[src/rtl/core/bgl_pkg.sv]
// ----------------------------------------------------------------------------
// Battery gauge LED controller package
// Shared item types, voltage thresholds and charger codes.
// ----------------------------------------------------------------------------
package bgl_pkg;

  // Voltage thresholds in millivolts.
  localparam logic [12:0] MvFull     = 13'd4200;
  localparam logic [12:0] MvEmpty    = 13'd3300;
  localparam logic [12:0] MvFullShow = 13'd4150;
  localparam logic [12:0] MvLed4     = 13'd4050;
  localparam logic [12:0] MvLed3     = 13'd3850;
  localparam logic [12:0] MvLed2     = 13'd3700;
  localparam logic [12:0] MvLed1     = 13'd3500;
  localparam logic [12:0] MvLow      = 13'd3500;
  localparam logic [12:0] MvCut      = 13'd3300;
  localparam logic [12:0] MvCutClear = 13'd3400;  // cutoff level plus 100 mV hysteresis

  // Reciprocal of 9 scaled by 2^13: floor(d * 911 / 8192) equals d / 9 for d below 1170.
  localparam logic [9:0]  PctRecip   = 10'd911;
  localparam int unsigned PctShift   = 13;

  localparam logic [6:0]  PctMax     = 7'd100;
  localparam logic [2:0]  LedsMax    = 3'd4;

  // Raw charger pin codes.
  localparam logic [1:0]  ChgCharging = 2'd1;
  localparam logic [1:0]  ChgFull     = 2'd2;

  // Register reset values.
  localparam logic [2:0]  RstMaxLed   = 3'd4;
  localparam logic [15:0] RstShowMs   = 16'd5000;
  localparam logic [15:0] RstUpdateMs = 16'd1000;
  localparam logic [15:0] RstAnimMs   = 16'd500;

  typedef struct packed {
    logic [12:0] sample_mv;
    logic        usb_present;
    logic [1:0]  charger_state;
    logic        switch_level;
    logic        show_request;
    logic        hide_request;
  } in_item_t;

  typedef struct packed {
    logic [3:0] led_mask;
    logic       force_pwm_zero;
    logic       cutoff_flag;
    logic [6:0] charge_percent;
    logic [2:0] lit_count;
    logic       low_flag;
    logic       visible_flag;
  } out_item_t;

  // Configuration as the tick logic sees it.
  typedef struct packed {
    logic [2:0]  eff_max;
    logic [15:0] show_duration_ms;
    logic [15:0] update_period_ms;
    logic [15:0] anim_period_ms;
  } cfg_t;

  // Values the block latches from one voltage sample.
  typedef struct packed {
    logic [12:0] mv;
    logic [6:0]  percent;
    logic [2:0]  count;
  } scale_t;

endpackage

[src/rtl/core/bgl_volt_scale.sv]
// ----------------------------------------------------------------------------
// Battery gauge voltage scaler
// Converts a millivolt sample to a clamped percent and an LED count.
// ----------------------------------------------------------------------------
module bgl_volt_scale import bgl_pkg::*; (
  input  logic [12:0] mv_i,
  input  logic [2:0]  eff_max_i,
  output scale_t      scale_o
);

  logic [12:0] delta;
  logic [19:0] product;
  logic [2:0]  raw_count;

  assign delta   = mv_i - MvEmpty;
  assign product = {10'd0, delta[9:0]} * {10'd0, PctRecip};

  always_comb begin
    scale_o.mv = mv_i;

    if (mv_i >= MvFull) begin
      scale_o.percent = PctMax;
    end else if (mv_i <= MvEmpty) begin
      scale_o.percent = 7'd0;
    end else begin
      // Span is 900 mV, so the percent is the offset divided by nine.
      scale_o.percent = product[PctShift +: 7];
    end

    priority if (mv_i >= MvLed4) begin
      raw_count = 3'd4;
    end else if (mv_i >= MvLed3) begin
      raw_count = 3'd3;
    end else if (mv_i >= MvLed2) begin
      raw_count = 3'd2;
    end else if (mv_i >= MvLed1) begin
      raw_count = 3'd1;
    end else begin
      raw_count = 3'd0;
    end

    scale_o.count = (raw_count > eff_max_i) ? eff_max_i : raw_count;
  end

endmodule

[src/rtl/core/bgl_tick_core.sv]
// ----------------------------------------------------------------------------
// Battery gauge tick core
// Holds the gauge state and works out one tick's state update and result.
// ----------------------------------------------------------------------------
module bgl_tick_core import bgl_pkg::*; (
  input  logic      clk_i,
  input  logic      rst_ni,
  input  logic      step_i,
  input  in_item_t  item_i,
  input  scale_t    scale_i,
  input  cfg_t      cfg_i,
  output out_item_t result_o
);

  typedef enum logic [1:0] {
    MODE_NONE = 2'd0,
    MODE_CHG  = 2'd1,
    MODE_FULL = 2'd2
  } mode_e;

  function automatic mode_e charge_mode(logic usb, logic [1:0] cs, logic [12:0] mv);
    mode_e m;
    if (!usb) begin
      m = MODE_NONE;
    end else if (cs == ChgFull && mv >= MvFullShow) begin
      m = MODE_FULL;
    end else begin
      m = MODE_CHG;
    end
    return m;
  endfunction

  function automatic logic [3:0] count_mask(logic [2:0] c, logic [2:0] mx);
    logic [2:0] ce;
    logic [4:0] ones;
    ce   = (c > mx) ? mx : c;
    ones = (5'd1 << ce) - 5'd1;
    return ones[3:0];
  endfunction

  function automatic logic [3:0] full_mask(logic [2:0] mx);
    return (mx >= LedsMax) ? 4'hF : 4'h7;
  endfunction

  function automatic logic [3:0] redraw(mode_e mode, logic [2:0] mx, logic [2:0] cnt,
                                        logic [12:0] mv, logic cp, logic lp, logic wo);
    logic [3:0] cur;
    logic [3:0] nxt;
    logic [3:0] m;
    cur = 4'h0;
    nxt = 4'h0;
    unique case (mode)
      MODE_FULL: m = full_mask(mx);
      MODE_CHG: begin
        if (mx == 3'd0) begin
          m = 4'h0;
        end else begin
          if (cnt >= mx) begin
            cur = count_mask(mx - 3'd1, mx);
            nxt = full_mask(mx);
          end else begin
            cur = count_mask(cnt, mx);
            nxt = cur | (4'd1 << cnt[1:0]);
          end
          m = cp ? nxt : cur;
        end
      end
      default: begin
        if (mv < MvLow) begin
          m = {3'b000, lp};
        end else begin
          m = wo ? count_mask(cnt, mx) : 4'h0;
        end
      end
    endcase
    return m;
  endfunction

  // State registers.
  logic [12:0] held_mv_q, held_mv_d;
  logic [6:0]  held_pct_q, held_pct_d;
  logic [2:0]  held_cnt_q, held_cnt_d;
  logic        win_open_q, win_open_d;
  logic [15:0] win_rem_q, win_rem_d;
  logic [15:0] upd_tmr_q, upd_tmr_d;
  logic [15:0] anim_tmr_q, anim_tmr_d;
  logic        chg_phase_q, chg_phase_d;
  logic        low_phase_q, low_phase_d;
  logic [1:0]  low_steps_q, low_steps_d;
  logic        cutoff_q, cutoff_d;
  mode_e       prev_mode_q, prev_mode_d;
  logic        prev_usb_q;
  logic        prev_sw_q;
  logic [3:0]  mask_q, mask_d;
  logic        started_q;

  logic        usb, sw, usb_edge, sw_edge;
  logic        init_show, init_hide, late_show, any_show, last_show, last_hide;
  logic        any_latch, upd_fire, anim_fire, pwm_zero;
  logic [15:0] win_dec, upd_base, upd_inc, anim_base, anim_inc;
  logic        wo_a, wo_b;
  mode_e       mode_lat, mode_held, mode_pre;
  logic [3:0]  drawn;

  always_comb begin
    usb = item_i.usb_present || item_i.charger_state == ChgCharging ||
          item_i.charger_state == ChgFull;
    sw  = item_i.switch_level;

    // The first tick after reset records the pin levels, so no edge is seen then.
    usb_edge = started_q && (usb != prev_usb_q);
    sw_edge  = started_q && (sw != prev_sw_q) && !usb;

    init_show = !started_q && !usb && sw;
    init_hide = !started_q && !usb && !sw;
    late_show = item_i.show_request || (usb_edge && !usb) || sw_edge;
    any_show  = init_show || late_show;
    last_show = late_show || (init_show && !item_i.hide_request);
    last_hide = !last_show && (item_i.hide_request || init_hide);

    // Timers restart on the first tick, count up saturating and fire at the period.
    upd_base   = started_q ? upd_tmr_q : 16'd0;
    upd_inc    = (upd_base != 16'hFFFF) ? upd_base + 16'd1 : upd_base;
    upd_fire   = upd_inc >= cfg_i.update_period_ms;
    upd_tmr_d  = upd_fire ? 16'd0 : upd_inc;
    anim_base  = started_q ? anim_tmr_q : 16'd0;
    anim_inc   = (anim_base != 16'hFFFF) ? anim_base + 16'd1 : anim_base;
    anim_fire  = anim_inc >= cfg_i.anim_period_ms;
    anim_tmr_d = anim_fire ? 16'd0 : anim_inc;

    // Every latch in a tick takes the same sample.
    any_latch  = !started_q || item_i.show_request || usb_edge || sw_edge || upd_fire;
    held_mv_d  = any_latch ? scale_i.mv : held_mv_q;
    held_pct_d = any_latch ? scale_i.percent : held_pct_q;
    held_cnt_d = any_latch ? scale_i.count : held_cnt_q;

    mode_lat  = charge_mode(usb, item_i.charger_state, scale_i.mv);
    mode_held = charge_mode(usb, item_i.charger_state, held_mv_d);

    win_dec   = (win_rem_q != 16'd0) ? win_rem_q - 16'd1 : 16'd0;
    win_rem_d = any_show ? cfg_i.show_duration_ms : win_dec;

    wo_a = started_q ? win_open_q : (usb || sw);
    if (item_i.hide_request) begin
      wo_a = 1'b0;
    end
    if (item_i.show_request || usb_edge || sw_edge) begin
      wo_a = 1'b1;
    end
    wo_b = (!usb && wo_a && win_rem_d == 16'd0) ? 1'b0 : wo_a;

    mode_pre    = (!started_q || usb_edge) ? mode_lat : prev_mode_q;
    prev_mode_d = upd_fire ? mode_lat : mode_pre;
    win_open_d  = (upd_fire && usb && mode_lat != mode_pre) ? 1'b1 : wo_b;

    pwm_zero = 1'b0;
    cutoff_d = cutoff_q;
    if (upd_fire) begin
      if (!usb && scale_i.mv <= MvCut) begin
        pwm_zero = 1'b1;
        cutoff_d = 1'b1;
      end else if (scale_i.mv > MvCutClear) begin
        cutoff_d = 1'b0;
      end
    end

    chg_phase_d = chg_phase_q;
    low_phase_d = low_phase_q;
    low_steps_d = low_steps_q;
    if (anim_fire) begin
      chg_phase_d = (mode_held == MODE_CHG) ? !chg_phase_q : 1'b0;
      if (held_mv_d < MvLow) begin
        // The low blink toggles on every second animation step.
        if (low_steps_q != 2'd0) begin
          low_steps_d = 2'd0;
          low_phase_d = !low_phase_q;
        end else begin
          low_steps_d = low_steps_q + 2'd1;
        end
      end else begin
        low_steps_d = 2'd0;
        low_phase_d = 1'b0;
      end
    end

    // A show redraws with the window open; a timer redraw sees the final window.
    drawn = redraw(mode_held, cfg_i.eff_max, held_cnt_d, held_mv_d, chg_phase_d,
                   low_phase_d, (upd_fire || anim_fire) ? win_open_d : 1'b1);

    if (upd_fire || anim_fire || last_show) begin
      mask_d = drawn;
    end else if (last_hide) begin
      mask_d = 4'h0;
    end else begin
      mask_d = mask_q;
    end

    result_o.led_mask       = mask_d;
    result_o.force_pwm_zero = pwm_zero;
    result_o.cutoff_flag    = cutoff_d;
    result_o.charge_percent = held_pct_d;
    result_o.lit_count      = held_cnt_d;
    result_o.low_flag       = held_mv_d < MvLow;
    result_o.visible_flag   = usb || (held_mv_d < MvLow) || win_open_d;
  end

  always_ff @(posedge clk_i or negedge rst_ni) begin
    if (!rst_ni) begin
      held_mv_q   <= '0;
      held_pct_q  <= '0;
      held_cnt_q  <= '0;
      win_open_q  <= 1'b0;
      win_rem_q   <= '0;
      upd_tmr_q   <= '0;
      anim_tmr_q  <= '0;
      chg_phase_q <= 1'b0;
      low_phase_q <= 1'b0;
      low_steps_q <= '0;
      cutoff_q    <= 1'b0;
      prev_mode_q <= MODE_NONE;
      prev_usb_q  <= 1'b0;
      prev_sw_q   <= 1'b0;
      mask_q      <= '0;
      started_q   <= 1'b0;
    end else if (step_i) begin
      held_mv_q   <= held_mv_d;
      held_pct_q  <= held_pct_d;
      held_cnt_q  <= held_cnt_d;
      win_open_q  <= win_open_d;
      win_rem_q   <= win_rem_d;
      upd_tmr_q   <= upd_tmr_d;
      anim_tmr_q  <= anim_tmr_d;
      chg_phase_q <= chg_phase_d;
      low_phase_q <= low_phase_d;
      low_steps_q <= low_steps_d;
      cutoff_q    <= cutoff_d;
      prev_mode_q <= prev_mode_d;
      prev_usb_q  <= usb;
      prev_sw_q   <= sw;
      mask_q      <= mask_d;
      started_q   <= 1'b1;
    end
  end

endmodule

[src/rtl/core/battery_gauge_led_controller.sv]
// ----------------------------------------------------------------------------
// Battery gauge LED controller
// Millisecond tick processor that drives the battery LEDs and the cutoff flag.
// ----------------------------------------------------------------------------
//
//   Port group   Direction  Handshake               Carries
//   in_*         sink       in_valid_i / in_stall_o    one tick (in_item_t)
//   out_*        source     out_valid_o / out_stall_i  one result (out_item_t)
//   APB          slave      psel / penable / pready    four config registers
//
// One tick is accepted every cycle while in_stall_o is low. A tick waits in
// the input register until the result register is free, then goes through
// the single state-update pass in the tick core into the result register.
// Reset clears all control state and loads the register defaults. While a
// result waits, the next tick still enters the input register; only when
// both registers are full and out_stall_i is high does in_stall_o rise.
//
// Register map (byte addresses): 0x0 max_led_count, 0x4 show_duration_ms,
// 0x8 update_period_ms, 0xC anim_period_ms.
// ----------------------------------------------------------------------------
module battery_gauge_led_controller import bgl_pkg::*; (
  input  logic        clk_i,
  input  logic        rst_ni,

  input  logic        in_valid_i,
  output logic        in_stall_o,
  input  in_item_t    in_data_i,

  output logic        out_valid_o,
  input  logic        out_stall_i,
  output out_item_t   out_data_o,

  input  logic        psel,
  input  logic        penable,
  input  logic        pwrite,
  input  logic [3:0]  paddr,
  input  logic [31:0] pwdata,
  output logic [31:0] prdata,
  output logic        pready
);

  typedef enum logic [1:0] {
    REG_MAX_LED   = 2'd0,
    REG_SHOW_MS   = 2'd1,
    REG_UPDATE_MS = 2'd2,
    REG_ANIM_MS   = 2'd3
  } reg_idx_e;

  // Configuration registers.
  logic [2:0]  max_led_q;
  logic [15:0] show_ms_q;
  logic [15:0] update_ms_q;
  logic [15:0] anim_ms_q;
  logic        cfg_write;
  reg_idx_e    reg_idx;
  cfg_t        cfg;

  // Pipeline registers.
  logic        in_valid_q;
  in_item_t    in_item_q;
  logic        out_valid_q;
  out_item_t   out_item_q;
  logic        out_free;
  logic        step;
  logic        in_take;

  scale_t      scale;
  out_item_t   result;

  // The APB port never waits; a write lands in the access phase.
  assign pready    = 1'b1;
  assign cfg_write = psel && penable && pwrite && pready;
  assign reg_idx   = reg_idx_e'(paddr[3:2]);

  always_comb begin
    unique case (reg_idx)
      REG_MAX_LED:   prdata = {29'd0, max_led_q};
      REG_SHOW_MS:   prdata = {16'd0, show_ms_q};
      REG_UPDATE_MS: prdata = {16'd0, update_ms_q};
      REG_ANIM_MS:   prdata = {16'd0, anim_ms_q};
      default:       prdata = 32'd0;
    endcase
  end

  always_ff @(posedge clk_i or negedge rst_ni) begin
    if (!rst_ni) begin
      max_led_q   <= RstMaxLed;
      show_ms_q   <= RstShowMs;
      update_ms_q <= RstUpdateMs;
      anim_ms_q   <= RstAnimMs;
    end else if (cfg_write) begin
      unique case (reg_idx)
        REG_MAX_LED:   max_led_q   <= pwdata[2:0];
        REG_SHOW_MS:   show_ms_q   <= pwdata[15:0];
        REG_UPDATE_MS: update_ms_q <= pwdata[15:0];
        REG_ANIM_MS:   anim_ms_q   <= pwdata[15:0];
        default:       max_led_q   <= max_led_q;
      endcase
    end
  end

  // Values above four fitted LEDs behave as four.
  assign cfg.eff_max          = (max_led_q > LedsMax) ? LedsMax : max_led_q;
  assign cfg.show_duration_ms = show_ms_q;
  assign cfg.update_period_ms = update_ms_q;
  assign cfg.anim_period_ms   = anim_ms_q;

  // The tick in the input register moves on whenever the result register is
  // empty or its result is taken in this cycle.
  assign out_free   = !out_valid_q || !out_stall_i;
  assign step       = in_valid_q && out_free;
  assign in_stall_o = in_valid_q && !out_free;
  assign in_take    = in_valid_i && !in_stall_o;

  always_ff @(posedge clk_i or negedge rst_ni) begin
    if (!rst_ni) begin
      in_valid_q  <= 1'b0;
      out_valid_q <= 1'b0;
    end else begin
      if (in_take) begin
        in_valid_q <= 1'b1;
      end else if (step) begin
        in_valid_q <= 1'b0;
      end
      if (step) begin
        out_valid_q <= 1'b1;
      end else if (!out_stall_i) begin
        out_valid_q <= 1'b0;
      end
    end
  end

  always_ff @(posedge clk_i) begin
    if (in_take) begin
      in_item_q <= in_data_i;
    end
    if (step) begin
      out_item_q <= result;
    end
  end

  bgl_volt_scale u_scale (
    .mv_i      (in_item_q.sample_mv),
    .eff_max_i (cfg.eff_max),
    .scale_o   (scale)
  );

  bgl_tick_core u_core (
    .clk_i    (clk_i),
    .rst_ni   (rst_ni),
    .step_i   (step),
    .item_i   (in_item_q),
    .scale_i  (scale),
    .cfg_i    (cfg),
    .result_o (result)
  );

  assign out_valid_o = out_valid_q;
  assign out_data_o  = out_item_q;

endmodule

[config.mk]
export PLATFORM = sky130hd
export DESIGN_NAME = battery_gauge_led_controller
export DESIGN_NICKNAME = d
export VERILOG_FILES = /design/src/rtl/core/bgl_pkg.sv /design/src/rtl/core/bgl_volt_scale.sv /design/src/rtl/core/bgl_tick_core.sv /design/src/rtl/core/battery_gauge_led_controller.sv
export SDC_FILE = /design/constraint.sdc
export NUM_CORES = 1
export LEC_CHECK = 0
export BUFFER_PORTS_ARGS = -buffer_cell sky130_fd_sc_hd__clkbuf_2
export CORE_MARGIN = 5
export CORE_UTILIZATION = 55
export DETAILED_ROUTE_END_ITERATION = 16
export PLACE_DENSITY_LB_ADDON = 0.3
export SETUP_SLACK_MARGIN = 0.2
export SLEW_MARGIN = 10
export SYNTH_ARGS = -nofsm -noshare
export SYNTH_HDL_FRONTEND = slang
export SYNTH_SLANG_ARGS = --single-unit
[constraint.sdc]
create_clock -name clk_i -period 11.34 [get_ports clk_i]
set_input_delay 1.134 -clock clk_i [delete_from_list [all_inputs] [get_ports clk_i]]
set_output_delay 1.134 -clock clk_i [all_outputs]
set_load 0.02 [all_outputs]
# Word level (Yosys, flattened, before mapping)
# Index checks and enable logic that the tools add are counted.
[classes]
addsub = 8
n_mul = 1
n_div = 0
n_lt_le_gt_ge = 18
n_eq_ne = 13
shifts = 3
muxes = 59
bitwise_logic = 1
n_reduce_logical = 63
[ops]
columns = ["cell", "count"]
rows = [
  ["two-way mux 16 bit", 8],
  ["case mux 32 bit (4 select lines)", 1],
  [">= comparator 13 x 12 -> 1 bit (second input constant)", 4],
  [">= comparator 13 bit (second input constant)", 3],
  ["two-way mux 4 bit", 9],
  ["adder 16 x 1 -> 16 bit (second input constant)", 2],
  [">= comparator 16 bit", 2],
  ["!= test 16 bit (second input constant)", 2],
  ["two-way mux 3 bit", 8],
  ["logical AND 1 bit", 21],
  ["two-way mux 7 bit", 3],
  ["logical OR 1 bit", 20],
  ["multiplier 10 x 10 -> 20 bit (second input constant)", 1],
  ["two-way mux 1 bit", 20],
  ["logical NOT 16 bit", 1],
  ["two-way mux 2 bit", 8],
  ["nonzero test 16 bit", 1],
  ["subtractor 16 x 1 -> 16 bit (second input constant)", 1],
  ["> comparator 13 x 12 -> 1 bit (second input constant)", 1],
  ["less-or-equal comparator 13 x 12 -> 1 bit (second input constant)", 1],
  ["< comparator 13 x 12 -> 1 bit (second input constant)", 1],
  ["two-way mux 13 bit", 1],
  ["logical NOT 1 bit", 11],
  ["AND reduction 2 bit", 5],
  ["20 further kinds", 31],
]
[word_totals]
regBits = 176
latch_bits = 0
mem_bits_rw = 0
rom_bits = 0
inputBits = 62
output_inout_bits = 53
mem_count = 0

# Logic depth before layout (Yosys ltp)
[depth]
depth_word = 20
ltp_mapped = 35
ltp_nobuf = 31

# Cells and area by module
# A second synthesis with hierarchy kept.
[hier_totals]
hier_cells = 1356
hier_area_um2 = 13161.4
[by_module_without_submodules]
columns = ["module", "n_inst", "cells_each", "area_each_um2"]
rows = [
  ["bgl_tick_core", 1, 847, 6901.6],
  ["battery_gauge_led_controller", 1, 213, 3733.6],
  ["bgl_volt_scale", 1, 296, 2526.2],
]

# Least setup slack after synthesis
# No wires, ideal clock.
[synth_path]
path_kind = "register to register"
from = "reg u_core.started_q"
to = "reg u_core.mask_q[2]"
t_arrival_ps = 5769
required_time_ps = 11245
setup_slack_ps = 5476
path_stages_with_launch = 33
synth_period_minus_slack_ps = 5864
path_cell_list = "dfrtp_1 > clkbuf_1 > clkbuf_1 > and2_1 > ha_1 > nand3_1 > nor2_1 > nand4_1 > and4_1 > and2_1 > nand3_1 > xor2_1 > nor2_1 > ha_1 > a21oi_1 > o21ai_0 > a21oi_1 > o211ai_4 > mux2i_1 > ha_1 > nor2b_1 > o21ai_1 > nand2b_1 > buf_1 > and2_1 > o31ai_1 > a31oi_1 > nand3b_1 > ha_1 > nor4_1 > nand4b_1 > a32oi_1 > o31ai_1"
[synth_lines]
columns = ["element", "line", "rtl"]
rows = [
  ["start, declared", "bgl_tick_core.sv:95", "logic started_q;"],
  ["start signal, assigned", "bgl_tick_core.sv:224", "started_q <= 1'b0;"],
  ["start signal, assigned", "bgl_tick_core.sv:241", "started_q <= 1'b1;"],
  ["end signal, assigned", "bgl_tick_core.sv:240", "mask_q <= mask_d;"],
  ["end, declared", "bgl_tick_core.sv:94", "logic [3:0] mask_q, mask_d;"],
]

==> impl_metrics.tcl <==
set metrics [dict create \
    met1_usage 0.342 \
    tns_ns 0 \
    synth_top_area_frac 0.243 \
    powerDensity_nw_per_um2 217 \
    start_util 0.563 \
    cap_violations 0 \
    synth_top_cell_by_area "dfrtp_1" \
    synth_area_leaders "dfrtp_1, ha_1, edfxtp_1" \
    grt_max_degree 93 \
    cts_root_buffer "clkbuf_16" \
    status "complete, no violations" \
    synth-seq-cells 175 \
    grt-ovfl-total 0 \
    setup_viol_count_final 0 \
    crit_fanout 16 \
    async_reset_ff_frac 0.789 \
    ctsResizeCount 0 \
    clock_skew_ns 0.0148 \
    r2r_setup_slack_ns 4.09 \
    grt_pass1_vias 9613 \
    p_leak_nw 6.27 \
    gp_congestion 0.891 \
    r2r_end "u_core.mask_q[2]" \
    cts_hold_buffers 0 \
    crit_start "u_core.started_q" \
    ant_nets 0 \
    synth_area_um2 12400 \
    drive_above_1_share 0.141 \
    clockBufferDepth 2 \
    use_met2 0.361 \
    end_kind "register" \
    required_ns 11.70 \
    num_rows 54 \
    dieHeight_um 160 \
    finalMaxSlewViolations 0 \
    die_w_um 160 \
    tightest_slew_ns 1.10 \
    wl_mm 29.7 \
    r2r_cells 28 \
    fin_crit_sh 0.640 \
    grt.total_usage 0.233 \
    cts_tree "yes" \
    core_region_area_um2 22000 \
    hold_violations 0 \
    synthCells 1341 \
    gr-max-usage-layer "met2" \
    num_vias 9971 \
    power.total_mw 2.92 \
    viasPerCell 5.93 \
    antenna_found_initial 0 \
    drc 0 \
    cts_buffers 17 \
    rsz0062_at_grt "no" \
    grt_pass1_wl_mm 49.1 \
    endpoint "u_core.mask_q[2]" \
    r2r-start "u_core.started_q" \
    die_area_um2 25600 \
    crit_type "reg2reg" \
    synth_edf_count 37 \
    synth_warnings 0 \
    cp_common_cell "ha_1" \
    avgRoutedWirePerCell_um 17.7 \
    nets 1584 \
    h-tree-depth 4 \
    final_util 0.614 \
    portBuffers 79 \
    area_delta_synth_final_pct 9.13 \
    critical-path-top-delay-family "simple AND/OR/NAND/NOR gates" \
    seq_area_frac_synth 0.371 \
    crit_cells 28 \
    critPathSlowestCell "dfrtp_1" \
    hold_class "reg2reg" \
    drt_iter0_drc 834 \
    synthFlopType "dfrtp_1" \
    insertion_delay_ns 0.44 \
    dr.pass1.iters 5 \
    ioPinCount 115 \
    ys_types 76 \
    clock-sinks 175 \
    ir_drop_mv 0.134 \
    postCtsSetupBuffers 0 \
    antennaDiodeCount 0 \
    cp_num_buf_inv 0 \
    slew_headroom 0.266 \
    met3_usage 0.0441 \
    arrival_ns 7.61 \
    max_freq_mhz 138 \
    clkTransAtPathRegs_ns 0.08 \
    slowest_delay_ns 0.65 \
    avgSynthCellArea_um2 9.21 \
    cp-start-kind "register" \
    dp_hpwl_mm 22.0 \
    min_period_ns 7.25 \
]
==> cells in the mapped netlist, drive strengths merged, types with 11 or more instances <==
master / count
a21o: 11
a21oi: 59
a22o: 37
a31oi: 15
and2: 18
and3: 15
buf: 21
clkbuf: 52
dfrtp: 120
dfstp: 18
edfxtp: 37
fa: 21
ha: 112
inv: 109
mux2: 42
nand2: 178
nand2b: 11
nand3: 34
nand4: 11
nor2: 73
nor3: 24
o21ai: 122
o31ai: 17
xnor2: 19
xor2: 30
==> layout by cell type, fill, tap and decap left out, types with 15 or more instances in the layout <==
cell	Yosys	layout
a21oi_1	59	59
a22o_1	37	37
a31oi_1	15	15
and2_1	18	18
and3_1	15	15
clkbuf_16	0	17
clkbuf_2	0	78
conb_1	2	17
dfrtp_1	120	120
dfstp_2	18	18
edfxtp_1	37	37
fa_1	21	21
ha_1	112	112
inv_1	108	108
mux2_2	40	40
nand2_1	178	177
nand3_1	34	34
nor2_1	73	73
nor3_1	21	21
o21ai_0	118	118
o31ai_1	16	16
xnor2_1	19	19
xor2_1	30	30
==> cell families after synthesis <==
group	after synthesis	share of synthesized area
xor gates and xnor gates	49	0.0347
AOI/OAI and AO/OA	329	0.173
and+or+nand+nor	418	0.161
muxes	53	0.0509
other	2	0.000608
adders and majority gates	133	0.147
buffers and inverters	182	0.0605
DFF	175	0.371
==> report_power, final <==
group	internal (mW)	leakage, nW	switching [mW]	total, mW
clock	0.296	0.288	0.291	0.587
combinational	0.577	3.93	0.807	1.38
sequential	0.812	2.06	0.141	0.953
total	1.68	6.27	1.24	2.92
==> how the worst min path moves through the flow <==
stage	start	end	slack, ns	cells past startpoint
after floorplan	u_core.win_open_q	u_core.win_open_q	0.44	2
after global placement	u_core.cutoff_q	u_core.cutoff_q	0.46	2
after detailed placement	u_core.cutoff_q	u_core.cutoff_q	0.47	2
after CTS	u_core.held_cnt_q[1]	u_core.held_cnt_q[1]	0.49	2
after global routing	u_core.held_pct_q[1]	u_core.held_pct_q[1]	0.51	1
final	u_core.held_cnt_q[1]	u_core.held_cnt_q[1]	0.48	2
==> tightest hold or removal path, stage by stage (launching register included) <==
cell,delay (ns)
dfrtp_1,0.34
nand2_1,0.04
o21ai_0,0.06
==> flip-flops by register name, summed over array words and instances, names as in the netlist, 2 cells and up <==
name                cells
anim_ms_q              16
in_item_q              19
max_led_q               3
out_data_o             18
show_ms_q              16
u_core.anim_tmr_q      16
u_core.held_cnt_q       3
u_core.held_mv_q       12
u_core.held_pct_q       7
u_core.low_steps_q      2
u_core.mask_q           4
u_core.prev_mode_q      2
u_core.upd_tmr_q       16
u_core.win_rem_q       16
update_ms_q            16
==> metal layers <==
layer / share of wire / wire length (µm) / vias to the layer above
met2: 0.46 / 13600 / 312
met3: 0.061 / 1820 / 32
met4: 0.013 / 382 / 0
met1: 0.47 / 13900 / 4797
met5: 0 / 0 / -
li1: - / - / 4830
==> per-stage QoR <==
| stage | setup slack, ns | cells | hold WS (ns) | area (µm²) |
|---|---|---|---|---|
| floorplan | 5.48 | 1356 | 0.440 | 12400 |
| finish | 4.09 | 1682 | 0.479 | 13500 |
| global route | 3.48 | 1682 | 0.508 | 13500 |
| global placement | 4.38 | 1650 | 0.460 | 12900 |
| CTS | 4.10 | 1682 | 0.487 | 13500 |
| detailed placement | 4.14 | 1650 | 0.469 | 12900 |
==> final cells by class <==
| type | instances | area (µm²) |
|---|---|---|
| clock inverters | 15 | 165 |
| repair buffers | 87 | 462 |
| well taps | 280 | 350 |
| clock buffers | 17 | 425 |
| flip-flops and latches | 175 | 4590 |
| inverters | 109 | 409 |
| multi-input cells | 999 | 7080 |
| fillers | 1826 | 8480 |
Power figures use the tool's default switching activity.
